File: src/rtl/core/ipv4_fragment_reassembly_tracker_assert.svh
// assertion macros for the fragment reassembly tracker
// no dependencies; taken in by the files that carry assertions
`ifndef IPV4_FRAGMENT_REASSEMBLY_TRACKER_ASSERT_SVH
`define IPV4_FRAGMENT_REASSEMBLY_TRACKER_ASSERT_SVH

// property checked on every rising edge outside reset
`define IFTR_ASSERT(lbl, clk, rstn, prop) \
  lbl: assert property (@(posedge clk) disable iff (!rstn) (prop)) \
    else $error("iftr assertion failed");

// expression that must never hold outside reset
`define IFTR_NEVER(lbl, clk, rstn, expr) \
  lbl: assert property (@(posedge clk) disable iff (!rstn) !(expr)) \
    else $error("iftr forbidden condition");

`endif

File: src/rtl/core/iftr_pkg.sv
// shared types and constants of the fragment reassembly tracker
// no dependencies
`default_nettype none

package iftr_pkg;

  localparam int unsigned ContextsDef  = 4;
  localparam int unsigned PiecesDef    = 8;
  localparam int unsigned MaxResults   = 32;
  localparam int unsigned ResCntW      = 6;
  localparam logic [15:0] ExpiryReset  = 16'd1000;

  typedef enum logic {
    OP_FRAG  = 1'b0,
    OP_SWEEP = 1'b1
  } op_e;

  typedef enum logic [1:0] {
    KIND_STORED  = 2'd0,
    KIND_DROP    = 2'd1,
    KIND_REASM   = 2'd2,
    KIND_EXPIRED = 2'd3
  } kind_e;

  typedef enum logic [1:0] {
    NEXT_FINISH,
    NEXT_DROP,
    NEXT_SWEEP
  } next_e;

  typedef enum logic [3:0] {
    ST_IDLE,
    ST_START,
    ST_MATCH,
    ST_OPEN,
    ST_AGE,
    ST_INS_RD,
    ST_INS_EV,
    ST_POST,
    ST_WALK_RD,
    ST_WALK_EV,
    ST_REL_RD,
    ST_REL_EV,
    ST_SWP_CHK,
    ST_FINISH
  } state_e;

  typedef struct packed {
    logic        op;
    logic [31:0] now;
    logic [7:0]  protocol;
    logic [31:0] src_addr;
    logic [31:0] dst_addr;
    logic [15:0] ident;
    logic        more_frags;
    logic [12:0] frag_offset;
    logic [3:0]  header_words;
    logic [15:0] total_len;
    logic [7:0]  piece_handle;
  } in_item_t;

  typedef struct packed {
    logic [1:0]  kind;
    logic [1:0]  context_slot;
    logic [7:0]  out_handle;
    logic [15:0] piece_offset;
    logic [15:0] piece_len;
    logic [15:0] total_len_out;
    logic        last;
  } out_item_t;

  typedef struct packed {
    logic [15:0] offset;
    logic [15:0] len;
    logic [7:0]  handle;
  } piece_t;

  // verdict of the shared compare unit for the selected context
  typedef struct packed {
    logic match;
    logic stale;
  } ctx_chk_t;

endpackage

`default_nettype wire

File: src/rtl/core/iftr_cmp.sv
// shared key compare and age compare unit
// depends on iftr_pkg
`default_nettype none

module iftr_cmp (
  input  wire logic [31:0]        now_i,
  input  wire logic [15:0]        expiry_i,
  input  wire logic [31:0]        last_tick_i,
  input  wire logic [87:0]        ctx_key_i,
  input  wire logic [87:0]        item_key_i,
  output iftr_pkg::ctx_chk_t      chk_o
);

  logic [31:0] age;

  // wrapping age against the expiry threshold
  assign age         = now_i - last_tick_i;
  assign chk_o.stale = (age >= {16'd0, expiry_i});
  assign chk_o.match = (ctx_key_i == item_key_i);

endmodule

`default_nettype wire

File: src/rtl/core/iftr_piece_mem.sv
// piece store: one write port, one registered read port
// depends on iftr_pkg
`default_nettype none

module iftr_piece_mem #(
  parameter int unsigned Depth = 32,
  parameter int unsigned AddrW = 5
) (
  input  wire logic               clk_i,
  input  wire logic               wr_en_i,
  input  wire logic [AddrW-1:0]   wr_addr_i,
  input  wire iftr_pkg::piece_t   wr_data_i,
  input  wire logic               rd_en_i,
  input  wire logic [AddrW-1:0]   rd_addr_i,
  output iftr_pkg::piece_t        rd_data_o
);

  iftr_pkg::piece_t mem [Depth];

  // write port
  always_ff @(posedge clk_i) begin
    if (wr_en_i) begin
      mem[wr_addr_i] <= wr_data_i;
    end
  end

  // registered read port
  always_ff @(posedge clk_i) begin
    if (rd_en_i) begin
      rd_data_o <= mem[rd_addr_i];
    end
  end

endmodule

`default_nettype wire

File: src/rtl/core/iftr_out_buf.sv
// result holding stage and output register; marks the final result
// depends on iftr_pkg and the assertion macro header
`default_nettype none
`include "ipv4_fragment_reassembly_tracker_assert.svh"

module iftr_out_buf (
  input  wire logic                clk_i,
  input  wire logic                rst_ni,
  input  wire logic                push_i,
  input  wire iftr_pkg::out_item_t push_data_i,
  output logic                     push_ok_o,
  input  wire logic                flush_i,
  output logic                     flush_ok_o,
  output logic                     out_valid_o,
  input  wire logic                out_ready_i,
  output iftr_pkg::out_item_t      out_data_o
);

  logic                hold_v_q, hold_v_d;
  iftr_pkg::out_item_t hold_q, hold_d;
  logic                out_v_q, out_v_d;
  iftr_pkg::out_item_t out_q, out_d;
  logic                out_free;

  assign out_free   = !out_v_q || out_ready_i;
  assign push_ok_o  = !hold_v_q || out_free;
  assign flush_ok_o = !hold_v_q || out_free;

  // move held result forward on push or flush
  always_comb begin
    hold_v_d = hold_v_q;
    hold_d   = hold_q;
    out_v_d  = out_v_q && !out_ready_i;
    out_d    = out_q;
    if (push_i && push_ok_o) begin
      if (hold_v_q) begin
        out_d      = hold_q;
        out_d.last = 1'b0;
        out_v_d    = 1'b1;
      end
      hold_d   = push_data_i;
      hold_v_d = 1'b1;
    end else if (flush_i && flush_ok_o && hold_v_q) begin
      out_d      = hold_q;
      out_d.last = 1'b1;
      out_v_d    = 1'b1;
      hold_v_d   = 1'b0;
    end
  end

  // control registers
  always_ff @(posedge clk_i or negedge rst_ni) begin
    if (!rst_ni) begin
      hold_v_q <= 1'b0;
      out_v_q  <= 1'b0;
    end else begin
      hold_v_q <= hold_v_d;
      out_v_q  <= out_v_d;
    end
  end

  // payload registers
  always_ff @(posedge clk_i) begin
    hold_q <= hold_d;
    out_q  <= out_d;
  end

  assign out_valid_o = out_v_q;
  assign out_data_o  = out_q;

  `IFTR_ASSERT(a_push_holds, clk_i, rst_ni, push_i && push_ok_o |=> hold_v_q)
  `IFTR_ASSERT(a_flush_empties, clk_i, rst_ni, flush_i && flush_ok_o |=> !hold_v_q)
  `IFTR_NEVER(a_no_push_on_flush, clk_i, rst_ni, push_i && flush_i)
  `IFTR_ASSERT(a_flush_shows_last, clk_i, rst_ni,
               flush_i && flush_ok_o && hold_v_q |=> out_valid_o && out_data_o.last)

endmodule

`default_nettype wire

File: src/rtl/core/ipv4_fragment_reassembly_tracker.sv
// fragment reassembly tracker: a sequencer walks contexts and pieces one step a cycle while
// no result stall holds it, with one shared compare unit and one piece store that has one
// write port and one registered read port. a sweep checks each context in turn and releases
// the pieces of every expired one; a fragment searches the contexts, inserts its piece in
// offset order and walks or releases them. one item at a time; in_ready_o is high only while
// idle. reset clears contexts, sets the expiry threshold to 1000; no store clear.
`default_nettype none

module ipv4_fragment_reassembly_tracker #(
  parameter int unsigned CONTEXTS           = iftr_pkg::ContextsDef,
  parameter int unsigned PIECES_PER_CONTEXT = iftr_pkg::PiecesDef
) (
  input  wire logic                clk_i,
  input  wire logic                rst_ni,
  input  wire logic                in_valid_i,
  output logic                     in_ready_o,
  input  wire iftr_pkg::in_item_t  in_data_i,
  output logic                     out_valid_o,
  input  wire logic                out_ready_i,
  output iftr_pkg::out_item_t      out_data_o,
  input  wire logic                cfg_valid_i,
  output logic                     cfg_ready_o,
  input  wire logic [15:0]         cfg_data_i
);

  localparam int unsigned CXW   = (CONTEXTS > 1) ? $clog2(CONTEXTS) : 1;
  localparam int unsigned PXW   = $clog2(PIECES_PER_CONTEXT);
  localparam int unsigned PCW   = $clog2(PIECES_PER_CONTEXT + 1);
  localparam int unsigned DEPTH = CONTEXTS * PIECES_PER_CONTEXT;
  localparam int unsigned AW    = $clog2(DEPTH);
  localparam int unsigned RW    = 16 + PCW;

  // configuration register
  logic [15:0] expiry_q;
  assign cfg_ready_o = 1'b1;
  always_ff @(posedge clk_i or negedge rst_ni) begin
    if (!rst_ni) begin
      expiry_q <= iftr_pkg::ExpiryReset;
    end else if (cfg_valid_i && cfg_ready_o) begin
      expiry_q <= cfg_data_i;
    end
  end

  // sequencer state
  iftr_pkg::state_e  state_q, state_d;
  iftr_pkg::in_item_t item_q, item_d;
  logic [15:0]       dlen_q, dlen_d;
  logic [CXW:0]      ctx_q, ctx_d;
  logic [PCW-1:0]    pidx_q, pidx_d;
  logic [PXW-1:0]    ins_q, ins_d;
  logic [RW-1:0]     run_q, run_d;
  logic [15:0]       tot_q, tot_d;
  iftr_pkg::kind_e   rkind_q, rkind_d;
  iftr_pkg::next_e   rnext_q, rnext_d;
  logic [iftr_pkg::ResCntW-1:0] rcnt_q, rcnt_d;

  // context table
  logic [CONTEXTS-1:0] vld_q, vld_d;
  logic [CONTEXTS-1:0] end_q, end_d;
  logic [PCW-1:0]      cnt_q  [CONTEXTS];
  logic [PCW-1:0]      cnt_d  [CONTEXTS];
  logic [87:0]         key_q  [CONTEXTS];
  logic [87:0]         key_d  [CONTEXTS];
  logic [3:0]          hw_q   [CONTEXTS];
  logic [3:0]          hw_d   [CONTEXTS];
  logic [31:0]         tick_q [CONTEXTS];
  logic [31:0]         tick_d [CONTEXTS];

  // selected context and shared compare unit
  logic [CXW-1:0]      cx;
  logic [87:0]         item_key;
  iftr_pkg::ctx_chk_t  chk;

  assign cx       = (ctx_q < (CXW+1)'(CONTEXTS)) ? ctx_q[CXW-1:0] : '0;
  assign item_key = {item_q.src_addr, item_q.dst_addr, item_q.protocol, item_q.ident};

  iftr_cmp u_cmp (
    .now_i       (item_q.now),
    .expiry_i    (expiry_q),
    .last_tick_i (tick_q[cx]),
    .ctx_key_i   (key_q[cx]),
    .item_key_i  (item_key),
    .chk_o       (chk)
  );

  // piece store
  logic             mem_we, mem_re;
  logic [AW-1:0]    mem_waddr, mem_raddr;
  iftr_pkg::piece_t mem_wdata, mem_rdata;

  iftr_piece_mem #(
    .Depth (DEPTH),
    .AddrW (AW)
  ) u_mem (
    .clk_i     (clk_i),
    .wr_en_i   (mem_we),
    .wr_addr_i (mem_waddr),
    .wr_data_i (mem_wdata),
    .rd_en_i   (mem_re),
    .rd_addr_i (mem_raddr),
    .rd_data_o (mem_rdata)
  );

  // result buffer
  logic                gen_req, push, push_ok, flush_req, flush_ok, step_en, cap_hit;
  iftr_pkg::out_item_t gen_res;

  iftr_out_buf u_buf (
    .clk_i       (clk_i),
    .rst_ni      (rst_ni),
    .push_i      (push),
    .push_data_i (gen_res),
    .push_ok_o   (push_ok),
    .flush_i     (flush_req),
    .flush_ok_o  (flush_ok),
    .out_valid_o (out_valid_o),
    .out_ready_i (out_ready_i),
    .out_data_o  (out_data_o)
  );

  function automatic logic [AW-1:0] paddr(input logic [CXW-1:0] c, input logic [PXW-1:0] p);
    paddr = AW'(int'(c) * PIECES_PER_CONTEXT + int'(p));
  endfunction

  // item derived values
  logic [15:0]       off16;
  logic [5:0]        hb;
  logic [16:0]       tsum;
  logic              ctx_full;
  logic              have_free;
  logic [CXW-1:0]    free_idx;
  iftr_pkg::piece_t  new_piece;

  assign off16     = {item_q.frag_offset, 3'b000};
  assign hb        = {item_q.header_words, 2'b00};
  assign tsum      = {1'b0, run_q[15:0]} + 17'({hw_q[cx], 2'b00});
  assign ctx_full  = (cnt_q[cx] >= PCW'(PIECES_PER_CONTEXT));
  assign new_piece = '{offset: off16, len: dlen_q, handle: item_q.piece_handle};

  // lowest free context
  always_comb begin
    have_free = 1'b0;
    free_idx  = '0;
    for (int i = CONTEXTS - 1; i >= 0; i--) begin
      if (!vld_q[i]) begin
        have_free = 1'b1;
        free_idx  = CXW'(i);
      end
    end
  end

  assign cap_hit = (rcnt_q == iftr_pkg::ResCntW'(iftr_pkg::MaxResults));
  assign step_en = !((gen_req && !cap_hit && !push_ok) || (flush_req && !flush_ok));
  assign push    = gen_req && !cap_hit && push_ok;

  // next state and datapath control
  always_comb begin
    state_d   = state_q;
    item_d    = item_q;
    dlen_d    = dlen_q;
    ctx_d     = ctx_q;
    pidx_d    = pidx_q;
    ins_d     = ins_q;
    run_d     = run_q;
    tot_d     = tot_q;
    rkind_d   = rkind_q;
    rnext_d   = rnext_q;
    rcnt_d    = rcnt_q;
    vld_d     = vld_q;
    end_d     = end_q;
    cnt_d     = cnt_q;
    key_d     = key_q;
    hw_d      = hw_q;
    tick_d    = tick_q;
    in_ready_o = 1'b0;
    gen_req   = 1'b0;
    gen_res   = '0;
    flush_req = 1'b0;
    mem_we    = 1'b0;
    mem_waddr = '0;
    mem_wdata = new_piece;
    mem_re    = 1'b0;
    mem_raddr = '0;

    unique case (state_q)
      iftr_pkg::ST_IDLE: begin
        in_ready_o = 1'b1;
        if (in_valid_i) begin
          item_d  = in_data_i;
          rcnt_d  = '0;
          ctx_d   = '0;
          state_d = iftr_pkg::ST_START;
        end
      end
      iftr_pkg::ST_START: begin
        if (item_q.op == iftr_pkg::OP_SWEEP) begin
          state_d = iftr_pkg::ST_SWP_CHK;
        end else if (item_q.total_len <= 16'(hb)) begin
          gen_req = 1'b1;
          gen_res = '{kind: iftr_pkg::KIND_DROP, context_slot: 2'd0,
                      out_handle: item_q.piece_handle, piece_offset: off16,
                      piece_len: 16'd0, total_len_out: 16'd0, last: 1'b0};
          state_d = iftr_pkg::ST_FINISH;
        end else begin
          dlen_d  = item_q.total_len - 16'(hb);
          state_d = iftr_pkg::ST_MATCH;
        end
      end
      // one context per cycle through the compare unit
      iftr_pkg::ST_MATCH: begin
        if (ctx_q == (CXW+1)'(CONTEXTS)) begin
          state_d = iftr_pkg::ST_OPEN;
        end else if (vld_q[cx] && chk.match) begin
          state_d = iftr_pkg::ST_AGE;
        end else begin
          ctx_d = ctx_q + 1'b1;
        end
      end
      iftr_pkg::ST_OPEN: begin
        if (!item_q.more_frags || off16 != 16'd0 || !have_free) begin
          gen_req = 1'b1;
          gen_res = '{kind: iftr_pkg::KIND_DROP, context_slot: 2'd0,
                      out_handle: item_q.piece_handle, piece_offset: off16,
                      piece_len: dlen_q, total_len_out: 16'd0, last: 1'b0};
          state_d = iftr_pkg::ST_FINISH;
        end else begin
          vld_d[free_idx]  = 1'b1;
          end_d[free_idx]  = 1'b0;
          cnt_d[free_idx]  = '0;
          key_d[free_idx]  = item_key;
          hw_d[free_idx]   = item_q.header_words;
          tick_d[free_idx] = item_q.now;
          ctx_d            = {1'b0, free_idx};
          state_d          = iftr_pkg::ST_AGE;
        end
      end
      iftr_pkg::ST_AGE: begin
        if (item_q.more_frags && chk.stale) begin
          pidx_d  = '0;
          tot_d   = '0;
          rkind_d = iftr_pkg::KIND_EXPIRED;
          rnext_d = iftr_pkg::NEXT_DROP;
          state_d = iftr_pkg::ST_REL_RD;
        end else if (ctx_full) begin
          gen_req = 1'b1;
          gen_res = '{kind: iftr_pkg::KIND_DROP, context_slot: 2'(cx),
                      out_handle: item_q.piece_handle, piece_offset: off16,
                      piece_len: dlen_q, total_len_out: 16'd0, last: 1'b0};
          state_d = iftr_pkg::ST_FINISH;
        end else begin
          tick_d[cx] = item_q.now;
          ins_d      = PXW'(cnt_q[cx]);
          state_d    = iftr_pkg::ST_INS_RD;
        end
      end
      // sorted insert from the tail, a read state and a write state per shifted piece
      iftr_pkg::ST_INS_RD: begin
        if (ins_q == '0) begin
          mem_we    = 1'b1;
          mem_waddr = paddr(cx, '0);
          state_d   = iftr_pkg::ST_POST;
        end else begin
          mem_re    = 1'b1;
          mem_raddr = paddr(cx, ins_q - 1'b1);
          state_d   = iftr_pkg::ST_INS_EV;
        end
      end
      iftr_pkg::ST_INS_EV: begin
        mem_we    = 1'b1;
        mem_waddr = paddr(cx, ins_q);
        if (mem_rdata.offset > off16) begin
          mem_wdata = mem_rdata;
          ins_d     = ins_q - 1'b1;
          state_d   = iftr_pkg::ST_INS_RD;
        end else begin
          state_d = iftr_pkg::ST_POST;
        end
      end
      iftr_pkg::ST_POST: begin
        cnt_d[cx] = cnt_q[cx] + 1'b1;
        if (!item_q.more_frags) begin
          end_d[cx] = 1'b1;
        end
        if (end_q[cx] || !item_q.more_frags) begin
          pidx_d  = '0;
          run_d   = '0;
          state_d = iftr_pkg::ST_WALK_RD;
        end else begin
          gen_req = 1'b1;
          gen_res = '{kind: iftr_pkg::KIND_STORED, context_slot: 2'(cx),
                      out_handle: item_q.piece_handle, piece_offset: off16,
                      piece_len: dlen_q, total_len_out: 16'd0, last: 1'b0};
          state_d = iftr_pkg::ST_FINISH;
        end
      end
      // contiguity walk from offset zero
      iftr_pkg::ST_WALK_RD: begin
        if (pidx_q == cnt_q[cx]) begin
          if (run_q != '0) begin
            tot_d   = (tsum > 17'h0FFFF || run_q[RW-1:16] != '0) ? 16'hFFFF : tsum[15:0];
            pidx_d  = '0;
            rkind_d = iftr_pkg::KIND_REASM;
            rnext_d = iftr_pkg::NEXT_FINISH;
            state_d = iftr_pkg::ST_REL_RD;
          end else begin
            gen_req = 1'b1;
            gen_res = '{kind: iftr_pkg::KIND_STORED, context_slot: 2'(cx),
                        out_handle: item_q.piece_handle, piece_offset: off16,
                        piece_len: dlen_q, total_len_out: 16'd0, last: 1'b0};
            state_d = iftr_pkg::ST_FINISH;
          end
        end else begin
          mem_re    = 1'b1;
          mem_raddr = paddr(cx, pidx_q[PXW-1:0]);
          state_d   = iftr_pkg::ST_WALK_EV;
        end
      end
      iftr_pkg::ST_WALK_EV: begin
        if (RW'(mem_rdata.offset) != run_q) begin
          gen_req = 1'b1;
          gen_res = '{kind: iftr_pkg::KIND_STORED, context_slot: 2'(cx),
                      out_handle: item_q.piece_handle, piece_offset: off16,
                      piece_len: dlen_q, total_len_out: 16'd0, last: 1'b0};
          state_d = iftr_pkg::ST_FINISH;
        end else begin
          run_d   = run_q + RW'(mem_rdata.len);
          pidx_d  = pidx_q + 1'b1;
          state_d = iftr_pkg::ST_WALK_RD;
        end
      end
      // report every piece of the context, then free it
      iftr_pkg::ST_REL_RD: begin
        if (pidx_q == cnt_q[cx]) begin
          vld_d[cx] = 1'b0;
          end_d[cx] = 1'b0;
          cnt_d[cx] = '0;
          unique case (rnext_q)
            iftr_pkg::NEXT_DROP: begin
              gen_req = 1'b1;
              gen_res = '{kind: iftr_pkg::KIND_DROP, context_slot: 2'(cx),
                          out_handle: item_q.piece_handle, piece_offset: off16,
                          piece_len: dlen_q, total_len_out: 16'd0, last: 1'b0};
              state_d = iftr_pkg::ST_FINISH;
            end
            iftr_pkg::NEXT_SWEEP: begin
              ctx_d   = ctx_q + 1'b1;
              state_d = iftr_pkg::ST_SWP_CHK;
            end
            default: begin
              state_d = iftr_pkg::ST_FINISH;
            end
          endcase
        end else begin
          mem_re    = 1'b1;
          mem_raddr = paddr(cx, pidx_q[PXW-1:0]);
          state_d   = iftr_pkg::ST_REL_EV;
        end
      end
      iftr_pkg::ST_REL_EV: begin
        gen_req = 1'b1;
        gen_res = '{kind: rkind_q, context_slot: 2'(cx), out_handle: mem_rdata.handle,
                    piece_offset: mem_rdata.offset, piece_len: mem_rdata.len,
                    total_len_out: tot_q, last: 1'b0};
        pidx_d  = pidx_q + 1'b1;
        state_d = iftr_pkg::ST_REL_RD;
      end
      // aging sweep, one context per cycle
      iftr_pkg::ST_SWP_CHK: begin
        if (ctx_q == (CXW+1)'(CONTEXTS)) begin
          state_d = iftr_pkg::ST_FINISH;
        end else if (vld_q[cx] && chk.stale) begin
          pidx_d  = '0;
          tot_d   = '0;
          rkind_d = iftr_pkg::KIND_EXPIRED;
          rnext_d = iftr_pkg::NEXT_SWEEP;
          state_d = iftr_pkg::ST_REL_RD;
        end else begin
          ctx_d = ctx_q + 1'b1;
        end
      end
      iftr_pkg::ST_FINISH: begin
        flush_req = 1'b1;
        state_d   = iftr_pkg::ST_IDLE;
      end
      default: begin
        state_d = iftr_pkg::ST_IDLE;
      end
    endcase

    if (push) begin
      rcnt_d = rcnt_q + 1'b1;
    end
    if (!step_en) begin
      mem_we = 1'b0;
      mem_re = 1'b0;
    end
  end

  // control registers
  always_ff @(posedge clk_i or negedge rst_ni) begin
    if (!rst_ni) begin
      state_q <= iftr_pkg::ST_IDLE;
      vld_q   <= '0;
      end_q   <= '0;
      rcnt_q  <= '0;
      for (int i = 0; i < CONTEXTS; i++) begin
        cnt_q[i] <= '0;
      end
    end else if (step_en) begin
      state_q <= state_d;
      vld_q   <= vld_d;
      end_q   <= end_d;
      rcnt_q  <= rcnt_d;
      cnt_q   <= cnt_d;
    end
  end

  // payload registers
  always_ff @(posedge clk_i) begin
    if (step_en) begin
      item_q  <= item_d;
      dlen_q  <= dlen_d;
      ctx_q   <= ctx_d;
      pidx_q  <= pidx_d;
      ins_q   <= ins_d;
      run_q   <= run_d;
      tot_q   <= tot_d;
      rkind_q <= rkind_d;
      rnext_q <= rnext_d;
      key_q   <= key_d;
      hw_q    <= hw_d;
      tick_q  <= tick_d;
    end
  end

endmodule

`default_nettype wire
File: config.mk
export PLATFORM = sky130hd
export DESIGN_NAME = ipv4_fragment_reassembly_tracker
export DESIGN_NICKNAME = d
export VERILOG_FILES = /design/src/rtl/core/iftr_pkg.sv /design/src/rtl/core/iftr_cmp.sv /design/src/rtl/core/iftr_piece_mem.sv /design/src/rtl/core/iftr_out_buf.sv /design/src/rtl/core/ipv4_fragment_reassembly_tracker.sv
export VERILOG_INCLUDE_DIRS = /design/src /design/src/rtl/core
export SDC_FILE = /design/constraint.sdc
export NUM_CORES = 2
export LEC_CHECK = 0
export ABC_AREA = 1
export BUFFER_PORTS_ARGS = -buffer_cell sky130_fd_sc_hd__buf_2
export CORE_MARGIN = 4
export CORE_UTILIZATION = 55
export DETAILED_ROUTE_END_ITERATION = 7
export PLACE_DENSITY = 0.72
export SLEW_MARGIN = 20
export SYNTH_ARGS = -nofsm -noshare
export SYNTH_HDL_FRONTEND = slang
export SYNTH_HIERARCHICAL = 1
export SYNTH_SLANG_ARGS = --single-unit
export TNS_END_PERCENT = 100
File: constraint.sdc
create_clock -name clk_i -period 22.5 [get_ports clk_i]
set_input_delay 1.125 -clock clk_i [delete_from_list [all_inputs] [get_ports clk_i]]
set_output_delay 1.125 -clock clk_i [all_outputs]
set_load 0.005 [all_outputs]
* Yosys cells after proc, flatten, opt, wreduce, memory -nomap -nowiden
Memory sizes are Yosys's and may differ from the RTL's. A register that Yosys moved wholly into a read port is not among the register bits.
Cells that the tools add are included.
** Operators by class
- Add/subtract/negate cells :: 12
- Magnitude comparators :: 14
- Eq/ne operators :: 41
- Multiplexer cells :: 173
- Bitwise logic cells :: 17
- Reduce and logical (&&, ||, !) cells :: 61
** Operators with widths (count)
- $pmux W61 S8 :: 1
- $mux W60 :: 7
- $mux W128 :: 3
- $bwmux W352 :: 1
- $mux W88 :: 3
- $bwmux W128 :: 2
- $pmux W128 S2 :: 1
- $mux W59 :: 4
- $mux W61 :: 3
- $bmux W88 S2 :: 1
- $demux W88 S2 :: 1
- $demux W32 S2 :: 2
- $mux W16 :: 8
- $mux W32 :: 4
- $mux W4 :: 30
- $pmux W16 S3 :: 2
- $eq A88 B88 Y1 :: 1
- $mux W40 :: 2
- $bmux W32 S2 :: 1
- $pmux W4 S13 :: 1
- $mux W3 :: 14
- $mux W20 :: 2
- $pmux W20 S2 :: 1
- $mux W1 :: 35
- other kinds (76) :: 188
** Word-level totals
- Register bits :: 898
- RAM bits :: 1280
- Input port bits :: 184
- Output and inout port bits :: 64
- Logic and storage cells :: 374
- Memories kept :: 1
** Memories
- u_mem.mem :: depth 32, width 40, read ports 1, clocked after Yosys merged registers in 1, write ports 1, RTL line iftr_piece_mem.sv:18 : iftr_pkg::piece_t mem [Depth];

* Logic depth before layout (Yosys ltp)
- Word-level depth :: 17
- Depth in mapped cells :: 40
- Mapped depth without buffers :: 37

* Modules after synthesis
Netlist, hierarchy kept.
** By module, submodules not included
- iftr_piece_mem :: times used 1, cells each 4407, area an instance 52803.1 µm², seq. area each 39638.0 µm²
- ipv4_fragment_reassembly_tracker :: times used 1, cells each 2650, area an instance 32366.0 µm², seq. area each 22999.6 µm²
- iftr_cmp :: times used 1, cells each 769, area an instance 4026.4 µm², seq. area each 0.0 µm²
- iftr_out_buf :: times used 1, cells each 135, area an instance 3744.8 µm², seq. area each 3683.5 µm²

* Least setup slack after synthesis
Ideal clock, no wire load.
- Path kind :: register to register
- Start :: register state_q[3]
- End :: register hw_q[0] in the netlist's numbering, enable pin
- Setup time :: 0.769 ns
- Data arrival time :: 9.807 ns
- Data required time :: 21.731 ns
- Path slack :: 11.924 ns
- Stages on the path, launching flop included :: 6
- Buffers on the path :: 0
- Clock period less this slack :: 10.576 ns
- Cell sequence :: dfrtp_1 -> nor2_1 -> inv_1 -> nor2_1 -> inv_1 -> nor4_1
** Between the ends
- Cells in the longest elaborated chain, start to end :: 7
- Elaborated cells on any way between the ends :: 17
- Those cells by class :: eq/ne (9); mux (2); bitwise (1); reduce/logical (5)
** RTL lines
- start: declaration :: RTL line ipv4_fragment_reassembly_tracker.sv:45 : iftr_pkg::state_e state_q, state_d;
- start signal: assignment :: RTL line ipv4_fragment_reassembly_tracker.sv:402 : state_q <= iftr_pkg::ST_IDLE;
- start signal: assignment :: RTL line ipv4_fragment_reassembly_tracker.sv:410 : state_q <= state_d;
- $eq A4 B4 Y1 (tied with other cells) :: RTL line ipv4_fragment_reassembly_tracker.sv:185 : unique case (state_q)
- $pmux W1 S8 :: RTL line ipv4_fragment_reassembly_tracker.sv:185
- $logic_and A1 B1 Y1 (2 in a row) :: RTL line ipv4_fragment_reassembly_tracker.sv:153 : assign step_en = !((gen_req && !cap_hit && !push_ok) || (flush_req && !flush_ok));
- $logic_or A1 B1 Y1 :: RTL line ipv4_fragment_reassembly_tracker.sv:153
- $not A1 Y1 (no line)
- $reduce_and A3 Y1 (no line) *
- end signal: assignment :: RTL line ipv4_fragment_reassembly_tracker.sv:431 : hw_q <= hw_d;
- end: declaration :: RTL line ipv4_fragment_reassembly_tracker.sv:64 : logic [3:0] hw_q [CONTEXTS];
Mark *: on every way between the ends. The rest lies on a longest branch, timed or not.
A chain may end at the register's enable or synchronous reset.

==> results.md <==
- Final WL: 261400 µm
- DRT antenna net count: 0
- Setup TNS: 0 ns
- Post-Syn Nets: 8242
- Site row count: 150
- Global-route wire length before repair: 380100 µm
- Area grow syn2layout: 11.47%
- Highest cell delay on the worst timing path: 0.85 ns
- Layout net count: 8467
- DRT Pass-1 Iters: 6
- Synth Instances: 7960
- Worst slew margin: 0.1907
- CTS H-Tree Depth: 4
- Post-Syn Area: 0.09294 mm²
- Drc violations: 0
- Vias in the first global route: 59220
- Clk_lat worst skew: 0.87 ns
- Status: completed
- Peak VDD IR: 0.0001057 V
- Vias per inst: 5.924
- DP Area: 0.09668 mm²
- CTS max path bufs: 3
- Clock root buffer master: clkbuf_16
- HP Class: reg2reg
- Reg2Reg Depth: 34
- Final worst slack: 14.87 ns
- Critical Path Start Type: register
- WL per Instance: 24.72 µm
- Post-CTS repair timing setup buffer count: 0
- Initial drt markers: 7912
- RR Startpoint: ctx_q[0]
- Post-CTS Hold Buffers: 0
- Yosys warns: 6
- # Max-Cap Violations: 0
- Cell area power density: 126.4 mW/mm²
- Final setup violation count: 0
- Most frequent cells in the layout: nand2_1, edfxtp_1, nand3_1
- WP data arrival: 8.10 ns
- Die W: 419.1 µm
- R2r setup slk: 14.87 ns
- Core Area: 0.1676 mm²
- Least-Margin Pin Slew: 1.214 ns
- Reg2reg end: key_q[309]
- DIE HEIGHT: 419.1 µm
- TritonCTS clock tree: done
- Mean post-synth cell area: 11.68 µm²
- Die Footprint: 0.1756 mm²
- TritonCTS buffer count: 218
- Final Hold Fails: 0
- Share of cells above drive strength 1: 0.1007
- Clk_skew: 0.05505 ns
- Gpl congestion: 0.9181
- Fin crit share: 0.3390
- Cts repair resizes: 0
- Min Clock Period, post-route: 7.627 ns
- Port bufs: 246
- Most Frequent Cell on Critical Path: nand2_1
- Worst Setup Path Type: reg2reg
- Worst setup EP type: register
- Dpl hpwl: 143200 µm
- Crit path max-delay cell type: nor2_4
- Pin count of the biggest net entering global routing: 220
- P_leak: 39.09 nW
- CP endpoint: key_q[309]
- DR vias: 62660
- RSZ-0062 raised after global routing: false
- # clock sinks: 2217
- Placed insts: 10170
- Final Max Tran Viols: 0
- Required @ worst endpoint: 22.97 ns
- I/O Pins: 248
- Total track usage: 0.2930
- Power Total: 13.09 mW
- Gr ovfl total: 0
- Crit path max fanout: 62
- Antenna violations before repair: 9
- Final Instance Count excl. Fillers: 10580
- Most common cell after layout, fill and taps aside: nand2_1
- Fmax: 131.1 MHz
- Final Cell Area: 0.1036 mm²
- Starting Density: 0.5545
- CP startpoint: ctx_q[0]
- Pre-CTS WS: 14.83 ns
- Worst-path clk slew: 0.06 ns
worst max-delay path: cells and delay by family (launching register included):
family                   cells  cell delay (ns)
AND/OR/NAND/NOR             22             3.50
buffers and inverters        5             1.72
adder cells (fa/ha/maj)      2             0.66
AO/OA/AOI/OAI                4             0.57
flip-flops                   1             0.49
XOR/XNOR                     1             0.19
power by group:
| part | switching, mW | internal (mW) |
|---|---|---|
| Combinational | 2.97 | 1.20 |
| Sequential | 0.277 | 5.15 |
| Clock | 1.55 | 1.94 |
| Total | 4.80 | 8.29 |
how the worst min path moves through the flow:
stage               cells past startpoint                   end             start  slack [ns]
floorplan                               0  u_buf/out_data_o[10]  u_buf/hold_q[10]        0.40
global placement                        0  u_buf/out_data_o[54]  u_buf/hold_q[54]        0.40
detailed placement                      0  u_buf/out_data_o[43]  u_buf/hold_q[43]        0.40
CTS                                     1          item_key[15]     in_data_i[57]        0.38
global route                            1                 hb[2]     in_data_i[24]        0.39
finish                                  0  u_buf/out_data_o[16]  u_buf/hold_q[16]        0.41
metrics by stage:
stage / utilization / hold WS (ns)
2_1_floorplan: - / 0.4003
3_3_place_gp: 0.5765 / 0.4027
3_5_place_dp: 0.5769 / 0.4045
4_1_cts: 0.6175 / 0.3820
5_1_grt: 0.6181 / 0.3870
6_report: 0.6181 / 0.4113
flip-flops by register name, indices dropped and copies added (netlist names), 4 cells and up:
signal            cells
hb                    4
cnt_q                16
pidx_q                4
u_mem/mem          1280
end_q                 4
hw_q                 16
state_q               4
dlen_q               16
item_q               71
u_mem/rd_data_o      40
key_q               352
u_buf/out_data_o     61
item_key             88
run_q                20
vld_q                 4
tick_q              128
expiry_q             16
tot_q                16
u_buf/hold_q         60
rcnt_q                6
layer usage:
layer,track usage,up-vias,part of all wire
li1,-,28140,-
met1,0.3923,30330,0.38
met2,0.4636,3497,0.47
met3,0.05587,695,0.10
met4,0.1450,0,0.056
met5,0,-,0
final cells by class:
class                      instances  area [µm²]
antenna                            4       10.01
fill                           12800       64000
tap                             2204        2758
inverter                         448        1712
timing repair buffer             375        2327
clock buffer                     270        5723
clock inverter                   134        1090
multi-input combinational       4925       23660
sequential                      2217       66320
No activity file was read; power rests on OpenSTA's default activity.
